`src/ifhg_pkg.sv`:
```
`timescale 1ns / 1ps
// shared types, constants and helpers for the ipv4 fragment header generator
// no dependencies
package ifhg_pkg;

    localparam int REG_ADDR_W = 4;
    localparam logic [1:0] REG_SOURCE_ADDR  = 2'd0;
    localparam logic [1:0] REG_FRAG_PAYLOAD = 2'd1;
    localparam logic [1:0] REG_DF_LIMIT     = 2'd2;

    localparam logic [12:0] FRAG_RESET     = 13'd1480;
    localparam logic [15:0] DF_LIMIT_RESET = 16'd576;
    localparam logic [12:0] MIN_FRAG       = 13'd1024;
    localparam logic [12:0] FRAG_MASK      = 13'h1FF8;
    localparam logic [15:0] HDR_BYTES      = 16'd20;
    localparam logic [15:0] VER_IHL_TOS    = 16'h4500;
    localparam logic [7:0]  TTL_VALUE      = 8'hFF;

    localparam int NUM_WORDS = 9;
    localparam int STEP_W    = $clog2(NUM_WORDS);

    typedef struct packed {
        logic [31:0] source_addr;
        logic [12:0] fragment_payload;
        logic [15:0] dont_fragment_limit;
    } cfg_t;

    typedef struct packed {
        logic clear;
        logic add;
    } csum_ctrl_t;

    function automatic logic [12:0] eff_frag(input logic [12:0] raw);
        logic [12:0] f;
        f = raw & FRAG_MASK;
        if (f < MIN_FRAG)
        begin
            f = MIN_FRAG;
        end
        return f;
    endfunction

endpackage

```
`src/ifhg_if.sv`:
```
`timescale 1ns / 1ps
// valid/ready channel interfaces for request and result items
// depends on nothing
interface ifhg_req_if;
    logic        valid;
    logic        ready;
    logic [15:0] payload_length;
    logic [15:0] already_sent;
    logic [15:0] ident;
    logic [7:0]  protocol;
    logic [31:0] dest_addr;

    modport source (output valid, output payload_length, output already_sent,
                    output ident, output protocol, output dest_addr, input ready);
    modport sink (input valid, input payload_length, input already_sent,
                  input ident, input protocol, input dest_addr, output ready);
endinterface

interface ifhg_res_if;
    logic        valid;
    logic        ready;
    logic [15:0] slice_start;
    logic [12:0] slice_len;
    logic [15:0] total_length;
    logic [15:0] flags_offset;
    logic [15:0] header_checksum;
    logic [15:0] ident_out;
    logic [7:0]  protocol_out;
    logic [31:0] dest_out;
    logic        last;
    logic        error;

    modport source (output valid, output slice_start, output slice_len,
                    output total_length, output flags_offset, output header_checksum,
                    output ident_out, output protocol_out, output dest_out,
                    output last, output error, input ready);
    modport sink (input valid, input slice_start, input slice_len,
                  input total_length, input flags_offset, input header_checksum,
                  input ident_out, input protocol_out, input dest_out,
                  input last, input error, output ready);
endinterface

```
`src/ifhg_cfg_regs.sv`:
```
`timescale 1ns / 1ps
// apb configuration registers: source address, fragment size, df limit
// depends on ifhg_pkg
module ifhg_cfg_regs (
    input  logic                              clk,
    input  logic                              rst_n,
    input  logic                              psel,
    input  logic                              penable,
    input  logic                              pwrite,
    input  logic [ifhg_pkg::REG_ADDR_W-1:0]   paddr,
    input  logic [31:0]                       pwdata,
    output logic [31:0]                       prdata,
    output logic                              pready,
    output ifhg_pkg::cfg_t                    cfg
);
    import ifhg_pkg::*;

    cfg_t       cfg_reg;
    cfg_t       cfg_next;
    logic [1:0] idx;
    logic       wr_en;

    assign idx    = paddr[3:2];
    assign wr_en  = psel && penable && pwrite;
    assign pready = 1'b1;
    assign cfg    = cfg_reg;

    always_comb
    begin
        cfg_next = cfg_reg;
        if (wr_en)
        begin
            case (idx)
                REG_SOURCE_ADDR:  cfg_next.source_addr = pwdata;
                REG_FRAG_PAYLOAD: cfg_next.fragment_payload = pwdata[12:0];
                REG_DF_LIMIT:     cfg_next.dont_fragment_limit = pwdata[15:0];
                default:          cfg_next = cfg_reg;
            endcase
        end
    end

    always_comb
    begin
        case (idx)
            REG_SOURCE_ADDR:  prdata = cfg_reg.source_addr;
            REG_FRAG_PAYLOAD: prdata = {19'd0, cfg_reg.fragment_payload};
            REG_DF_LIMIT:     prdata = {16'd0, cfg_reg.dont_fragment_limit};
            default:          prdata = 32'd0;
        endcase
    end

    always_ff @(posedge clk or negedge rst_n)
    begin
        if (!rst_n)
        begin
            cfg_reg.source_addr         <= 32'd0;
            cfg_reg.fragment_payload    <= FRAG_RESET;
            cfg_reg.dont_fragment_limit <= DF_LIMIT_RESET;
        end
        else
        begin
            cfg_reg <= cfg_next;
        end
    end

endmodule

```
`src/ifhg_csum_unit.sv`:
```
`timescale 1ns / 1ps
// shared one's complement accumulator, one 16-bit word per cycle
// depends on ifhg_pkg
module ifhg_csum_unit (
    input  logic                  clk,
    input  logic                  rst_n,
    input  ifhg_pkg::csum_ctrl_t  ctrl,
    input  logic [15:0]           word,
    output logic [15:0]           checksum
);
    import ifhg_pkg::*;

    logic [15:0] acc_reg;
    logic [15:0] acc_next;
    logic [16:0] sum;

    // end-around carry keeps the sum in 16 bits
    assign sum = {1'b0, acc_reg} + {1'b0, word};

    always_comb
    begin
        acc_next = acc_reg;
        if (ctrl.clear)
        begin
            acc_next = 16'd0;
        end
        else if (ctrl.add)
        begin
            acc_next = sum[15:0] + {15'd0, sum[16]};
        end
    end

    assign checksum = ~acc_reg;

    always_ff @(posedge clk or negedge rst_n)
    begin
        if (!rst_n)
        begin
            acc_reg <= 16'd0;
        end
        else
        begin
            acc_reg <= acc_next;
        end
    end

endmodule

```
`src/ipv4_fragment_header_gen.sv`:
```
`timescale 1ns / 1ps
// Splits one IPv4 send request into fragments and emits one result item per
// fragment with its slice, total length, flags/offset word and header checksum.
// The checksum comes from one shared 16-bit adder stepping through the nine
// header words, so each fragment takes a setup step, one add per header word
// and a load of the output register, which waits while the result side stalls.
// An invalid request goes to an error state and gives a single error item once
// the output register is free. The input is not ready while a request is in
// progress; a finished item waits in the output register.
// depends on ifhg_pkg, ifhg_if, ifhg_cfg_regs, ifhg_csum_unit
module ipv4_fragment_header_gen (
    input  logic                              clk,
    input  logic                              rst_n,
    input  logic                              psel,
    input  logic                              penable,
    input  logic                              pwrite,
    input  logic [ifhg_pkg::REG_ADDR_W-1:0]   paddr,
    input  logic [31:0]                       pwdata,
    output logic [31:0]                       prdata,
    output logic                              pready,
    ifhg_req_if.sink                          req,
    ifhg_res_if.source                        res
);
    import ifhg_pkg::*;

    localparam logic [2:0] ST_IDLE  = 3'd0;
    localparam logic [2:0] ST_SETUP = 3'd1;
    localparam logic [2:0] ST_SUM   = 3'd2;
    localparam logic [2:0] ST_EMIT  = 3'd3;
    localparam logic [2:0] ST_ERR   = 3'd4;
    localparam logic [STEP_W-1:0] LAST_STEP = STEP_W'(NUM_WORDS - 1);

    cfg_t        cfg;
    csum_ctrl_t  csum_ctrl;
    logic [15:0] csum_word;
    logic [15:0] checksum;

    logic [2:0]        state_reg, state_next;
    logic [STEP_W-1:0] step_reg, step_next;
    logic [15:0]       sent_reg, sent_next;
    logic [15:0]       left_reg, left_next;
    logic [12:0]       frag_reg, frag_next;
    logic [15:0]       ident_reg, ident_next;
    logic [7:0]        proto_reg, proto_next;
    logic [31:0]       dst_reg, dst_next;
    logic [12:0]       seg_reg, seg_next;
    logic [15:0]       total_reg, total_next;
    logic [15:0]       fo_reg, fo_next;
    logic              last_reg, last_next;

    logic              out_valid_reg, out_valid_next;
    logic [15:0]       o_start_reg, o_start_next;
    logic [12:0]       o_len_reg, o_len_next;
    logic [15:0]       o_total_reg, o_total_next;
    logic [15:0]       o_fo_reg, o_fo_next;
    logic [15:0]       o_csum_reg, o_csum_next;
    logic [15:0]       o_ident_reg, o_ident_next;
    logic [7:0]        o_proto_reg, o_proto_next;
    logic [31:0]       o_dst_reg, o_dst_next;
    logic              o_last_reg, o_last_next;
    logic              o_err_reg, o_err_next;

    logic [15:0] words [NUM_WORDS];
    logic        out_free;
    logic        req_bad;
    logic        frag_last;
    logic [12:0] frag_seg;
    logic [15:0] frag_total;
    logic [12:0] frag_off;
    logic        frag_df;

    ifhg_cfg_regs u_cfg (
        .clk     (clk),
        .rst_n   (rst_n),
        .psel    (psel),
        .penable (penable),
        .pwrite  (pwrite),
        .paddr   (paddr),
        .pwdata  (pwdata),
        .prdata  (prdata),
        .pready  (pready),
        .cfg     (cfg)
    );

    ifhg_csum_unit u_csum (
        .clk      (clk),
        .rst_n    (rst_n),
        .ctrl     (csum_ctrl),
        .word     (csum_word),
        .checksum (checksum)
    );

    assign req.ready = (state_reg == ST_IDLE);
    assign out_free  = !out_valid_reg || res.ready;
    assign req_bad   = (req.already_sent >= req.payload_length)
                       || (req.already_sent[2:0] != 3'd0);

    // per fragment fields
    assign frag_last  = left_reg <= {3'd0, frag_reg};
    assign frag_seg   = frag_last ? left_reg[12:0] : frag_reg;
    assign frag_total = {3'd0, frag_seg} + HDR_BYTES;
    assign frag_off   = sent_reg[15:3];
    assign frag_df    = (frag_total <= cfg.dont_fragment_limit) && (frag_off == 13'd0);

    // header words in checksum order
    assign words[0] = VER_IHL_TOS;
    assign words[1] = total_reg;
    assign words[2] = ident_reg;
    assign words[3] = fo_reg;
    assign words[4] = {TTL_VALUE, proto_reg};
    assign words[5] = cfg.source_addr[31:16];
    assign words[6] = cfg.source_addr[15:0];
    assign words[7] = dst_reg[31:16];
    assign words[8] = dst_reg[15:0];
    assign csum_word = words[step_reg];

    always_comb
    begin
        state_next = state_reg;
        step_next  = step_reg;
        sent_next  = sent_reg;
        left_next  = left_reg;
        frag_next  = frag_reg;
        ident_next = ident_reg;
        proto_next = proto_reg;
        dst_next   = dst_reg;
        seg_next   = seg_reg;
        total_next = total_reg;
        fo_next    = fo_reg;
        last_next  = last_reg;
        csum_ctrl  = '0;

        out_valid_next = out_valid_reg && !res.ready;
        o_start_next   = o_start_reg;
        o_len_next     = o_len_reg;
        o_total_next   = o_total_reg;
        o_fo_next      = o_fo_reg;
        o_csum_next    = o_csum_reg;
        o_ident_next   = o_ident_reg;
        o_proto_next   = o_proto_reg;
        o_dst_next     = o_dst_reg;
        o_last_next    = o_last_reg;
        o_err_next     = o_err_reg;

        case (state_reg)
            ST_IDLE:
            begin
                if (req.valid)
                begin
                    sent_next  = req.already_sent;
                    left_next  = req.payload_length - req.already_sent;
                    frag_next  = eff_frag(cfg.fragment_payload);
                    ident_next = req.ident;
                    proto_next = req.protocol;
                    dst_next   = req.dest_addr;
                    state_next = req_bad ? ST_ERR : ST_SETUP;
                end
            end
            ST_SETUP:
            begin
                seg_next        = frag_seg;
                total_next      = frag_total;
                fo_next         = {1'b0, frag_df, !frag_last, frag_off};
                last_next       = frag_last;
                step_next       = '0;
                csum_ctrl.clear = 1'b1;
                state_next      = ST_SUM;
            end
            ST_SUM:
            begin
                csum_ctrl.add = 1'b1;
                if (step_reg == LAST_STEP)
                begin
                    state_next = ST_EMIT;
                end
                else
                begin
                    step_next = step_reg + 1'b1;
                end
            end
            ST_EMIT:
            begin
                if (out_free)
                begin
                    out_valid_next = 1'b1;
                    o_start_next   = sent_reg;
                    o_len_next     = seg_reg;
                    o_total_next   = total_reg;
                    o_fo_next      = fo_reg;
                    o_csum_next    = checksum;
                    o_ident_next   = ident_reg;
                    o_proto_next   = proto_reg;
                    o_dst_next     = dst_reg;
                    o_last_next    = last_reg;
                    o_err_next     = 1'b0;
                    sent_next      = sent_reg + {3'd0, seg_reg};
                    left_next      = left_reg - {3'd0, seg_reg};
                    state_next     = last_reg ? ST_IDLE : ST_SETUP;
                end
            end
            ST_ERR:
            begin
                if (out_free)
                begin
                    out_valid_next = 1'b1;
                    o_start_next   = 16'd0;
                    o_len_next     = 13'd0;
                    o_total_next   = 16'd0;
                    o_fo_next      = 16'd0;
                    o_csum_next    = 16'd0;
                    o_ident_next   = 16'd0;
                    o_proto_next   = 8'd0;
                    o_dst_next     = 32'd0;
                    o_last_next    = 1'b1;
                    o_err_next     = 1'b1;
                    state_next     = ST_IDLE;
                end
            end
            default:
            begin
                state_next = ST_IDLE;
            end
        endcase
    end

    always_ff @(posedge clk or negedge rst_n)
    begin
        if (!rst_n)
        begin
            state_reg     <= ST_IDLE;
            step_reg      <= '0;
            out_valid_reg <= 1'b0;
        end
        else
        begin
            state_reg     <= state_next;
            step_reg      <= step_next;
            out_valid_reg <= out_valid_next;
        end
    end

    always_ff @(posedge clk)
    begin
        sent_reg    <= sent_next;
        left_reg    <= left_next;
        frag_reg    <= frag_next;
        ident_reg   <= ident_next;
        proto_reg   <= proto_next;
        dst_reg     <= dst_next;
        seg_reg     <= seg_next;
        total_reg   <= total_next;
        fo_reg      <= fo_next;
        last_reg    <= last_next;
        o_start_reg <= o_start_next;
        o_len_reg   <= o_len_next;
        o_total_reg <= o_total_next;
        o_fo_reg    <= o_fo_next;
        o_csum_reg  <= o_csum_next;
        o_ident_reg <= o_ident_next;
        o_proto_reg <= o_proto_next;
        o_dst_reg   <= o_dst_next;
        o_last_reg  <= o_last_next;
        o_err_reg   <= o_err_next;
    end

    assign res.valid           = out_valid_reg;
    assign res.slice_start     = o_start_reg;
    assign res.slice_len       = o_len_reg;
    assign res.total_length    = o_total_reg;
    assign res.flags_offset    = o_fo_reg;
    assign res.header_checksum = o_csum_reg;
    assign res.ident_out       = o_ident_reg;
    assign res.protocol_out    = o_proto_reg;
    assign res.dest_out        = o_dst_reg;
    assign res.last            = o_last_reg;
    assign res.error           = o_err_reg;

    a_err_is_last: assert property (@(posedge clk) disable iff (!rst_n)
        res.valid && res.error |-> res.last && res.slice_len == 13'd0)
        else $error("error item not a lone last item");

    a_mf_matches_last: assert property (@(posedge clk) disable iff (!rst_n)
        res.valid && !res.error |-> res.flags_offset[13] == !res.last)
        else $error("more fragments flag disagrees with last");

    a_total_len: assert property (@(posedge clk) disable iff (!rst_n)
        res.valid && !res.error |-> res.total_length == {3'd0, res.slice_len} + HDR_BYTES)
        else $error("total length does not match slice length");

    a_step_range: assert property (@(posedge clk) disable iff (!rst_n)
        step_reg <= LAST_STEP)
        else $error("checksum step counter out of range");

endmodule
```
`src/flat_wrapper.sv`:
```
// flat-port wrapper written by rule: the top's interface ports become plain ports
module ipv4_fragment_header_gen_flat import ifhg_pkg::*;
  (clk, rst_n, psel, penable, pwrite, paddr, pwdata, prdata, pready, req_valid, req_payload_length, req_already_sent, req_ident, req_protocol, req_dest_addr, req_ready, res_valid, res_slice_start, res_slice_len, res_total_length, res_flags_offset, res_header_checksum, res_ident_out, res_protocol_out, res_dest_out, res_last, res_error, res_ready);
  ifhg_req_if req_i ();
  ifhg_res_if res_i ();
  input  logic clk;
  input  logic rst_n;
  input  logic psel;
  input  logic penable;
  input  logic pwrite;
  input  logic [ifhg_pkg::REG_ADDR_W-1:0] paddr;
  input  logic [31:0] pwdata;
  output logic [31:0] prdata;
  output logic pready;
  input wire logic [$bits(req_i.valid)-1:0] req_valid;
  input wire logic [$bits(req_i.payload_length)-1:0] req_payload_length;
  input wire logic [$bits(req_i.already_sent)-1:0] req_already_sent;
  input wire logic [$bits(req_i.ident)-1:0] req_ident;
  input wire logic [$bits(req_i.protocol)-1:0] req_protocol;
  input wire logic [$bits(req_i.dest_addr)-1:0] req_dest_addr;
  output wire logic [$bits(req_i.ready)-1:0] req_ready;
  output wire logic [$bits(res_i.valid)-1:0] res_valid;
  output wire logic [$bits(res_i.slice_start)-1:0] res_slice_start;
  output wire logic [$bits(res_i.slice_len)-1:0] res_slice_len;
  output wire logic [$bits(res_i.total_length)-1:0] res_total_length;
  output wire logic [$bits(res_i.flags_offset)-1:0] res_flags_offset;
  output wire logic [$bits(res_i.header_checksum)-1:0] res_header_checksum;
  output wire logic [$bits(res_i.ident_out)-1:0] res_ident_out;
  output wire logic [$bits(res_i.protocol_out)-1:0] res_protocol_out;
  output wire logic [$bits(res_i.dest_out)-1:0] res_dest_out;
  output wire logic [$bits(res_i.last)-1:0] res_last;
  output wire logic [$bits(res_i.error)-1:0] res_error;
  input wire logic [$bits(res_i.ready)-1:0] res_ready;
  assign req_i.valid = req_valid;
  assign req_i.payload_length = req_payload_length;
  assign req_i.already_sent = req_already_sent;
  assign req_i.ident = req_ident;
  assign req_i.protocol = req_protocol;
  assign req_i.dest_addr = req_dest_addr;
  assign req_ready = req_i.ready;
  assign res_valid = res_i.valid;
  assign res_slice_start = res_i.slice_start;
  assign res_slice_len = res_i.slice_len;
  assign res_total_length = res_i.total_length;
  assign res_flags_offset = res_i.flags_offset;
  assign res_header_checksum = res_i.header_checksum;
  assign res_ident_out = res_i.ident_out;
  assign res_protocol_out = res_i.protocol_out;
  assign res_dest_out = res_i.dest_out;
  assign res_last = res_i.last;
  assign res_error = res_i.error;
  assign res_i.ready = res_ready;
  ipv4_fragment_header_gen u_core (.clk(clk), .rst_n(rst_n), .psel(psel), .penable(penable), .pwrite(pwrite), .paddr(paddr), .pwdata(pwdata), .prdata(prdata), .pready(pready), .req(req_i), .res(res_i));
endmodule
```
`config.mk`:
```
export PLATFORM = sky130hd
export DESIGN_NAME = ipv4_fragment_header_gen_flat
export DESIGN_NICKNAME = d
export VERILOG_FILES = /design/src/ifhg_pkg.sv /design/src/ifhg_if.sv /design/src/ifhg_cfg_regs.sv /design/src/ifhg_csum_unit.sv /design/src/ipv4_fragment_header_gen.sv /design/src/flat_wrapper.sv
export SDC_FILE = /design/constraint.sdc
export NUM_CORES = 1
export LEC_CHECK = 0
export BUFFER_PORTS_ARGS = -buffer_cell sky130_fd_sc_hd__clkbuf_2
export CAP_MARGIN = 10
export CORE_ASPECT_RATIO = 0.6
export CORE_MARGIN = 2
export CORE_UTILIZATION = 54
export DETAILED_ROUTE_END_ITERATION = 10
export PLACE_DENSITY = 0.87
export SETUP_SLACK_MARGIN = 0.05
export SYNTH_ARGS = -nofsm -noshare
export SYNTH_HDL_FRONTEND = slang
export SYNTH_SLANG_ARGS = --single-unit
```
`constraint.sdc`:
```
create_clock -name clk -period 10.47 [get_ports clk]
set_input_delay 0 -clock clk [delete_from_list [all_inputs] [get_ports clk]]
set_output_delay 0 -clock clk [all_outputs]
set_load 0.03 [all_outputs]
```
* Word-level counts from Yosys, hierarchy flattened *
Index checks and enable logic that the tools add are counted.

cells by class
  equality and inequality tests = 12
  magnitude comparators = 5
  reductions and logical operators = 26
  add/sub/neg operators = 7
  bitwise logic cells = 2
  muxes and demuxes = 51

operators with widths
  cell                                                           count
  2-to-1 mux 16 bit                                              14
  one-hot mux 16 bit (2 select lines)                            7
  one-hot mux 32 bit (3 select lines)                            1
  binary-select mux 16 bit (select 4 bit)                        1
  2-to-1 mux 32 bit                                              2
  one-hot mux 32 bit (2 select lines)                            1
  2-to-1 mux 13 bit                                              3
  one-hot mux 13 bit (2 select lines)                            1
  adder 16 x 16 -> 17 bit                                        1
  adder 16 x 1 -> 16 bit                                         1
  adder 16 x 13 -> 16 bit                                        1
  >= comparator 16 bit                                           1
  <= comparator 16 x 13 -> 1 bit                                 1
  <= comparator 16 bit                                           1
  2-to-1 mux 8 bit                                               2
  NOT 16 bit                                                     1
  one-hot mux 8 bit (2 select lines)                             1
  subtractor 16 x 13 -> 16 bit                                   1
  subtractor 16 bit                                              1
  2-to-1 mux 3 bit                                               5
  one-hot mux 3 bit (5 select lines)                             1
  adder 13 x 5 -> 14 bit (second input constant)                 1
  logical NOT 13 bit                                             1
  less-than comparator 13 x 11 -> 1 bit (second input constant)  1
  other kinds (26)                                               52

storage, ports and cells
  bits in registers = 366
  output and inout port bits = 170
  input port bits = 131

* Longest topological paths before layout *
Gate-level depths: netlist of run 1.

  word-level depth = 8
  gate-level depth with buffers = 24
  gate-level depth less buffers = 21

* By module *
From an unflattened synthesis of run 1, not the netlist that was laid out.

unflattened totals
  cells, all modules = 1546
  area total of the unflattened synthesis = 18555.3 sq um

by module, submodules not included
  module                    cells each  seq. area each (sq um)  area each (sq um)  times used
  ipv4_fragment_header_gen  1093        8277.9                  13778.2            1
  ifhg_cfg_regs             202         1535.2                  2787.7             1
  ifhg_csum_unit            251         400.4                   1989.4             1

* Worst setup path before layout of run 1 *
No wires, ideal clock.

  kind = flip-flop to flip-flop
  from = register u_core.state_reg[0]
  to = register u_core.o_dst_reg[0] (netlist: u_core.res.dest_out[0]), enable pin
  data arrival time = 7.758 ns
  setup time = 0.663 ns
  setup slack = 2.050 ns
  path buffers = 4
  required time = 9.807 ns
  stages on the path, launching flop included = 8
  cells stage by stage = dfrtp_1 clkbuf_1 nand2_1 or2_2 clkbuf_1 clkbuf_1 buf_1 a21oi_1

on the way
  longest elaborated chain between the ends = 3

ends and longest elaborated chain
  element                                                                         line                             text
  from (decl)                                                                     ipv4_fragment_header_gen.sv:38   logic [2:0] state_reg, state_next;
  from (signal assigned)                                                          ipv4_fragment_header_gen.sv:236  state_reg <= state_next;
  equality test 3 bit or equality test 3 x 2 -> 1 bit (tied branches)             ipv4_fragment_header_gen.sv:145  case (state_reg)
  inequality test 2 x 1 -> 1 bit (no line) or nonzero test 2 bit (tied branches)  -
  AND reduction 3 bit (no line) *                                                 -
  to (signal assigned)                                                            ipv4_fragment_header_gen.sv:261  o_dst_reg <= o_dst_next;
  to (decl)                                                                       ipv4_fragment_header_gen.sv:59   logic [31:0] o_dst_reg, o_dst_next;

Every way passes the cells marked *; elsewhere a longest branch is shown, timed or not.
A chain may end at the register's enable or synchronous reset.

* Worst setup path in the final report of run 1 *
  from = register u_core.step_reg[1]
  to = register u_core.u_csum.acc_reg[14]

on the way
  longest elaborated chain between the ends = 8

ends and longest elaborated chain
  element                                                line                             text
  from (decl)                                            ipv4_fragment_header_gen.sv:39   logic [STEP_W-1:0] step_reg, step_next;
  from (signal assigned)                                 ipv4_fragment_header_gen.sv:237  step_reg <= step_next;
  NOT 4 -> 5 bit (implied by the code)                   ipv4_fragment_header_gen.sv:115  assign csum_word = words[step_reg];
  binary-select mux 16 bit (select 4 bit)                ipv4_fragment_header_gen.sv:115
  2-to-1 mux 16 bit (implied by the code) (2 in series)  ipv4_fragment_header_gen.sv:115
  adder 16 x 16 -> 17 bit                                ifhg_csum_unit.sv:18             assign sum = {1'b0, acc_reg} + {1'b0, word};
  adder 16 x 1 -> 16 bit                                 ifhg_csum_unit.sv:29             acc_next = sum[15:0] + {15'd0, sum[16]};
  2-to-1 mux 16 bit                                      ifhg_csum_unit.sv:27             else if (ctrl.add)
  2-to-1 mux 16 bit                                      ifhg_csum_unit.sv:23             if (ctrl.clear)
  to (signal assigned)                                   ifhg_csum_unit.sv:43             acc_reg <= acc_next;
  to (decl)                                              ifhg_csum_unit.sv:13             logic [15:0] acc_reg;

Every way passes these cells. The select of a mux whose other input is x is not followed.

==> results of run 1 <==
==> final cells by class <==
cell class / instances / share of cell area [%]
Multi-Input combinational cell: 1042 / 33.4
Clock inverter: 23 / 1.37
Tap cell: 459 / 2.55
Timing Repair Buffer: 424 / 12.2
Clock buffer: 35 / 3.56
Sequential cell: 354 / 45.4
Antenna cell: 3 / 0.0334
Inverter: 87 / 1.46
==> power by group <==
| part | internal (mW) | switching [mW] | leakage, nW |
|---|---|---|---|
| logic | 1.02 | 2.10 | 5.30 |
| clock network | 0.727 | 0.545 | 0.550 |
| registers | 2.15 | 0.309 | 3.57 |
==> cells by family (layout without fill, tap and decap cells) <==
family,after synthesis,after routing
AO/OA/AOI/OAI,301,301
XOR/XNOR,55,55
adder cells (fa/ha/maj),90,90
buffers and inverters,154,569
flip-flops,354,354
multiplexers,103,103
other,2,7
AND/OR/NAND/NOR,489,489
==> cell usage after synthesis (5+ instances only) <==
| cell | count |
|---|---|
| edfxtp_1 | 269 |
| and2_1 | 119 |
| nand2_1 | 119 |
| o21ai_0 | 95 |
| nor2_1 | 94 |
| ha_1 | 86 |
| inv_1 | 84 |
| dfrtp_1 | 78 |
| mux2_2 | 65 |
| a21oi_1 | 57 |
| clkbuf_1 | 53 |
| a21o_1 | 30 |
| xnor2_1 | 29 |
| mux2i_1 | 27 |
| xor2_1 | 26 |
| nand3_1 | 25 |
| nor3_1 | 25 |
| nor2b_1 | 19 |
| o31ai_1 | 16 |
| nand2b_1 | 15 |
| or3_1 | 15 |
| a211oi_1 | 13 |
| a221oi_1 | 13 |
| mux4_2 | 10 |
| nand4_1 | 9 |
| nor3b_1 | 9 |
| o21a_1 | 9 |
| and3_1 | 8 |
| dfstp_2 | 7 |
| nor4_1 | 7 |
| a311oi_1 | 6 |
| a31oi_1 | 6 |
| buf_4 | 6 |
| o22ai_1 | 6 |
| buf_1 | 5 |
| o21bai_1 | 5 |
| o311ai_0 | 5 |
==> worst paths after layout <==
path,from,endpoint,slack [ps],cells after the start
min in group asynchronous,rst_n,u_core.u_cfg.cfg[54],400,3
max reg2reg,u_core.step_reg[1],u_core.u_csum.acc_reg[14],3690,20
min reg2reg,u_core.u_cfg.cfg[58],u_core.u_cfg.cfg[58],540,1
min,req_payload_length[0],u_core.left_reg[0],8,4
max,u_core.step_reg[1],u_core.u_csum.acc_reg[14],3690,20
max in group asynchronous,rst_n,u_core.u_cfg.cfg[26],9400,4
==> per-stage QoR <==
| stage | instances | hold slack, ps |
|---|---|---|
| 2_1_floorplan | 1550 | -296 |
| 3_3_place_gp | 2253 | 178 |
| 3_5_place_dp | 2253 | 179 |
| 4_1_cts | 2420 | 1.91 |
| 5_1_grt | 2426 | 21.3 |
| 6_report | 2427 | 8.27 |
==> worst max-delay path, stage by stage (launching register included) <==
cell      delay (ps)
dfrtp_1          910
buf_4            470
mux2_2           400
a221oi_1         810
o31ai_1          130
ha_1             520
nand2_1          120
o211ai_1         420
nand3_1          180
a21boi_0         330
o21ai_0          130
a21oi_1          150
o21ai_0           80
nand2b_1         180
ha_1             240
ha_1             210
nand2_1          110
or3_1            500
nand2b_1         210
or4_1            470
nand3_1           90
==> timing repair <==
item | CTS | global route
hold buffers | 109 | 1
endpoints found under the setup margin | 0 | 0
endpoints found under the hold margin | 217 | 16
==> metal layers <==
metal  GRT usage (%)  share of wire, %  wire length [um]
met1            46.3                40             23800
met2            49.2                43             25700
met3            13.0                13              7990
met4            10.2               3.5              2080
met5               0             0.022                13
==> summary.txt, run 1 <==
Run
  – # Max-Cap Violations: 0

Die
  – Cell row count: 52
  – Initial Util: 54.5%
  – Core area: 33500 um2
  – Die width: 241 um
  – DIE AREA: 35400 um2
  – I/O Pins: 301
  – Die Ht: 147 um

Synth
  – Main combinational cell family by area after synthesis: simple AND/OR/NAND/NOR gates
  – Synthesis Warnings: 0
  – Mux contribution to synthesized area: 6.79%
  – Mapped cell area: 18300 um2
  – Area contributors post-synth: edfxtp_1, dfrtp_1, ha_1, and2_1, mux2_2
  – Largest area contributor in the netlist: edfxtp_1
  – Mean Syn Cell Area: 11.8 um2
  – Synth top area share: 44.2%
  – Simple-gate portion of the synthesized area: 13.9%
  – Post-Synth Adder-Cell Area: 6.33%
  – Compound-cell area share of the yosys netlist: 11.0%
  – Synth cell types: 89
  – Sequential fraction of the synthesis area: 55.9%
  – Synth Flop Type: edfxtp_1
  – EDFF count, synth: 269
  – Synth Instances: 1548
  – Post-synth ARST share: 24.0%
  – #FFs+latches synth: 354
  – Synth Area in XOR/XNOR: 2.64%

Global routing
  – First-pass GRT wire length: 87500 um
  – Final global-route overflow total: 0
  – Number of global-route vias before repair: 14289
  – Gr usage total: 33.6%
  – Largest net degree at the start of global routing: 86
  – Initial antenna violation count: 5

Finish
  – Layout area overhead: 23.0%
  – NumNets Final: 2161
  – Filler cells: 2357
  – Final core utilization: 67.1%
  – Share of cells above drive strength 1: 24.7%
  – Commonest non-fill, non-tap cells in the layout: clkbuf_2, edfxtp_1, and2_1, nand2_1, dlygate4sd3_1
  – Max reg flops: 61
  – Footprint of the multi-input gates: 7500 um2
  – Register area: 10200 um2
  – Commonest non-fill, non-tap cell in the layout: clkbuf_2
  – Final instance area: 22500 um2

Clock network
  – Setup bufs post-CTS: 0
  – CTS Buf Count: 31
  – CTS root buf: clkbuf_16
  – Clock-pin slew on the worst setup and hold paths: 70 ps
  – CTS tree: done
  – Post-cts gate resize count: 0
  – CTS Buffer Depth: 3
  – H-Tree Depth: 1
  – Worst skew pair latency: 590 ps
  – CTS Sinks: 354

STA
  – Final hold vios: 0
  – Worst Slack Setup Final: 3690 ps
  – Slew headroom: 19.6%
  – Slew Limit Fails: 0
  – Fin crit share: 64.7%
  – RSZ-0062 raised after global routing: no
  – Clock Skew: 11.4 ps
  – Final-report setup violation count: 0
  – Fmax: 148 MHz
  – Slew @ Worst Pin: 1200 ps
  – Min Tclk post-route: 6780 ps
  – Setup_tns: 0 ps

Routing
  – DRT Pass-1 Iters: 6
  – Via count: 14688
  – DRT antenna net count: 0
  – Vias per inst: 6.05
  – Wire per inst: 24.6 um
  – DRC errors left: 0
  – Initial DRC count: 1761
  – Total Wirelength: 59600 um

Critical path
  – Worst setup SP type: flip-flop
  – Crit path max fanout: 21
  – Crit Path Class: flip-flop to flip-flop
  – Critical Path RT: 10990 ps
  – Nature of the critical path endpoint: flip-flop
  – Worst path arrival time: 7300 ps

Place
  – IO buf count: 294
  – Post-Place Cell Area: 20200 um2
  – Post-Place Setup Slack: 4080 ps
  – Hpwl dp: 41200 um
  – GP Congestion: 1.02

Hold path
  – Min-Delay Path Class: input pin to flip-flop

Outcome
  – Status: completed

Power and ir drop
  – Leak: 9.42 nW
  – Design Power: 6.85 mW
  – Max VDD drop: 189 uV
  – PwrDens: 304 nW/um2
(Power assumes the default switching activity.)
==> run 2: changes to the inputs <==
CORE_UTILIZATION = 52   (was 54)
clock period = 5.7 ns   (was 10.47 ns; I/O delays follow)
==> run 2 against run 1 <==
- critical path type unchanged
- register-to-register slack got worse by 3400 ps
- total power increased by 84%
- largest power group unchanged
- via count decreased by 0.77%
- flip-flop and latch count unchanged
- largest cell class unchanged
- die area increased by 3.8%
- worst setup slack got worse by 3400 ps
==> summary.txt, run 2 (synthesized netlist as in run 1, its figures left out) <==
Outcome
  – Status: completed (unchanged)

Power and ir drop
  – Leak: 9.45 nW (was 9.42 nW)
  – Design Power: 12.6 mW (was 6.85 mW)
  – Max VDD drop: 363 uV (was 189 uV)
  – PwrDens: 559 nW/um2 (was 304 nW/um2)

Global routing
  – Largest net degree at the start of global routing: 104 (was 86)
  – Initial antenna violation count: 1 (was 5)
  – First-pass GRT wire length: 86000 um (was 87500 um)
  – Gr usage total: 31.7% (was 33.6%)
  – Final global-route overflow total: 0 (unchanged)
  – Number of global-route vias before repair: 13874 (was 14289)

Place
  – Hpwl dp: 43000 um (was 41200 um)
  – Post-Place Setup Slack: 324 ps (was 4080 ps)
  – GP Congestion: 0.992 (was 1.02)
  – IO buf count: 294 (unchanged)

Routing
  – Wire per inst: 24.2 um (was 24.6 um)
  – Initial DRC count: 1879 (was 1761)
  – DRC errors left: 0 (unchanged)
  – Vias per inst: 5.96 (was 6.05)
  – Via count: 14575 (was 14688)
  – Total Wirelength: 59200 um (was 59600 um)
  – DRT antenna net count: 0 (unchanged)
  – DRT Pass-1 Iters: 6 (unchanged)

Finish
  – Ant. Diodes: 0 (was 3)
  – Final core utilization: 64.9% (was 67.1%)
  – Layout area overhead: 23.7% (was 23.0%)
  – Commonest non-fill, non-tap cells in the layout: clkbuf_2, edfxtp_1, and2_1, nand2_1, dlygate4sd3_1 (unchanged)
  – Max reg flops: 61 (unchanged)
  – Share of cells above drive strength 1: 25.3% (was 24.7%)
  – Commonest non-fill, non-tap cell in the layout: clkbuf_2 (unchanged)
  – NumNets Final: 2173 (was 2161)

Clock network
  – Worst skew pair latency: 530 ps (was 590 ps)
  – CTS Sinks: 354 (unchanged)
  – CTS Buf Count: 35 (was 31)
  – CTS tree: done (unchanged)
  – H-Tree Depth: 2 (was 1)
  – Clock-pin slew on the worst setup and hold paths: 70 ps (about the same)
  – CTS Buffer Depth: 3 (unchanged)
  – CTS root buf: clkbuf_16 (unchanged)

STA
  – Min Tclk post-route: 5420 ps (was 6780 ps)
  – Slew headroom: 14.5% (was 19.6%)
  – RSZ-0062 raised after global routing: no (unchanged)
  – Slew Limit Fails: 0 (unchanged)
  – Hold WS: 17.1 ps (was 8.27 ps)
  – Final hold vios: 0 (unchanged)
  – Worst Slack Setup Final: 275 ps (was 3690 ps)
  – Clock Skew: 26.9 ps (was 11.4 ps)
  – Fin crit share: 95.2% (was 64.7%)
  – Slew @ Worst Pin: 1280 ps (was 1200 ps)
  – Fmax: 184 MHz (was 148 MHz)
  – Setup_tns: 0 ps (unchanged)
  – Final-report setup violation count: 0 (unchanged)

Hold path
  – Min-Delay Path Class: input pin to flip-flop (unchanged)

Die
  – Die width: 246 um (was 241 um)
  – Core area: 34800 um2 (was 33500 um2)
  – Die Ht: 149 um (was 147 um)
  – Cell row count: 53 (was 52)
  – Initial Util: 52.5% (was 54.5%)
  – DIE AREA: 36700 um2 (was 35400 um2)
  – I/O Pins: 301 (unchanged)

Critical path
  – Nature of the critical path endpoint: flip-flop (unchanged)
  – Crit Path Class: flip-flop to flip-flop (unchanged)
  – Critical Path RT: 6100 ps (was 10990 ps)
  – Worst path arrival time: 5830 ps (was 7300 ps)
  – Worst setup SP type: flip-flop (unchanged)
  – Crit path max fanout: 13 (was 21)

Run
  – # Max-Cap Violations: 0 (unchanged)
[run 2: changes by cell type in the layout (fill, tap and decap cells not counted), moves of 2 or more]
cell,delta
buf_12,+2
clkinv_4,-2
buf_4,+7
clkinvlp_4,+4
clkbuf_1,+5
clkbuf_16,+6
clkbuf_8,+6
clkinv_2,-5
diode_2,-3
dfrtp_1,-2
bufinv_16,-7
[run 2: worst paths after layout]
kind / start / depth (start not counted) / slack (ps) / to
worst max-delay path: u_core.step_reg[1] / 19 / 280 / u_core.u_csum.acc_reg[15]
worst min-delay path: penable / 5 / 20 / u_core.u_cfg.cfg[6]
worst max register to register: u_core.step_reg[1] / 19 / 280 / u_core.u_csum.acc_reg[15]
worst min register to register: u_core.u_cfg.cfg[18] / 1 / 520 / u_core.u_cfg.cfg[18]
max in group asynchronous: rst_n / 5 / 4020 / u_core.step_reg[1]
min in group asynchronous: rst_n / 3 / 430 / u_core.step_reg[3]
[run 2: critical path: stages (launching register included)]
cell      delay (ps)
dfrtp_4          600
buf_6            240
mux4_2           520
nor2_1           330
o31ai_1          130
ha_1             380
nand2_1          130
a21oi_1          370
nand3_1          180
a21boi_1         220
o21ai_0          100
a21oi_1          190
o21ai_0          110
nand2b_1         120
ha_1             200
nand3_1          300
nor3_1           350
or2b_1           270
a32oi_1          200
or3b_1           360
[run 2: cell type report]
type | count | area [um2]
Tap cell | 467 | 584
Clock inverter | 13 | 98.8
Inverter | 87 | 328
Fill cell | 2581 | 12200
Multi-Input combinational cell | 1042 | 7510
Timing Repair Buffer | 432 | 2830
Sequential cell | 354 | 10200
Clock buffer | 51 | 1030
[run 2: power breakdown]
group,total [mW],leakage [nW],internal [mW],switching (mW)
registers,4.57,3.57,3.95,0.617
clock network,2.30,0.540,1.27,1.03
logic,5.76,5.34,1.93,3.82
[run 2: routing by layer]
layer / vias to the layer above / wire (um) / GRT usage, %
li1: 6451 / - / -
met1: 7064 / 24900 / 46.9
met2: 917 / 25000 / 45.1
met3: 143 / 7500 / 9.14
met4: 0 / 1910 / 9.52
met5: - / 0 / 0
[run 2: what timing repair did]
| action | 4_1_cts | 5_1_grt |
|---|---|---|
| endpoints found under the setup margin | 0 | 7 |
| gates resized for setup | 0 | 6 |
| hold buffers | 110 | 0 |
| setup buffers | 0 | 1 |
| hold endpoints to repair | 170 | 0 |
[run 2: per-stage QoR]
| step | area [um2] | std cells |
|---|---|---|
| after global routing | 22600 | 2446 |
| after CTS | 22500 | 2444 |
| after floorplan | 18300 | 1550 |
| after global placement | 20300 | 2270 |
| after detailed placement | 20300 | 2270 |
| final | 22600 | 2446 |
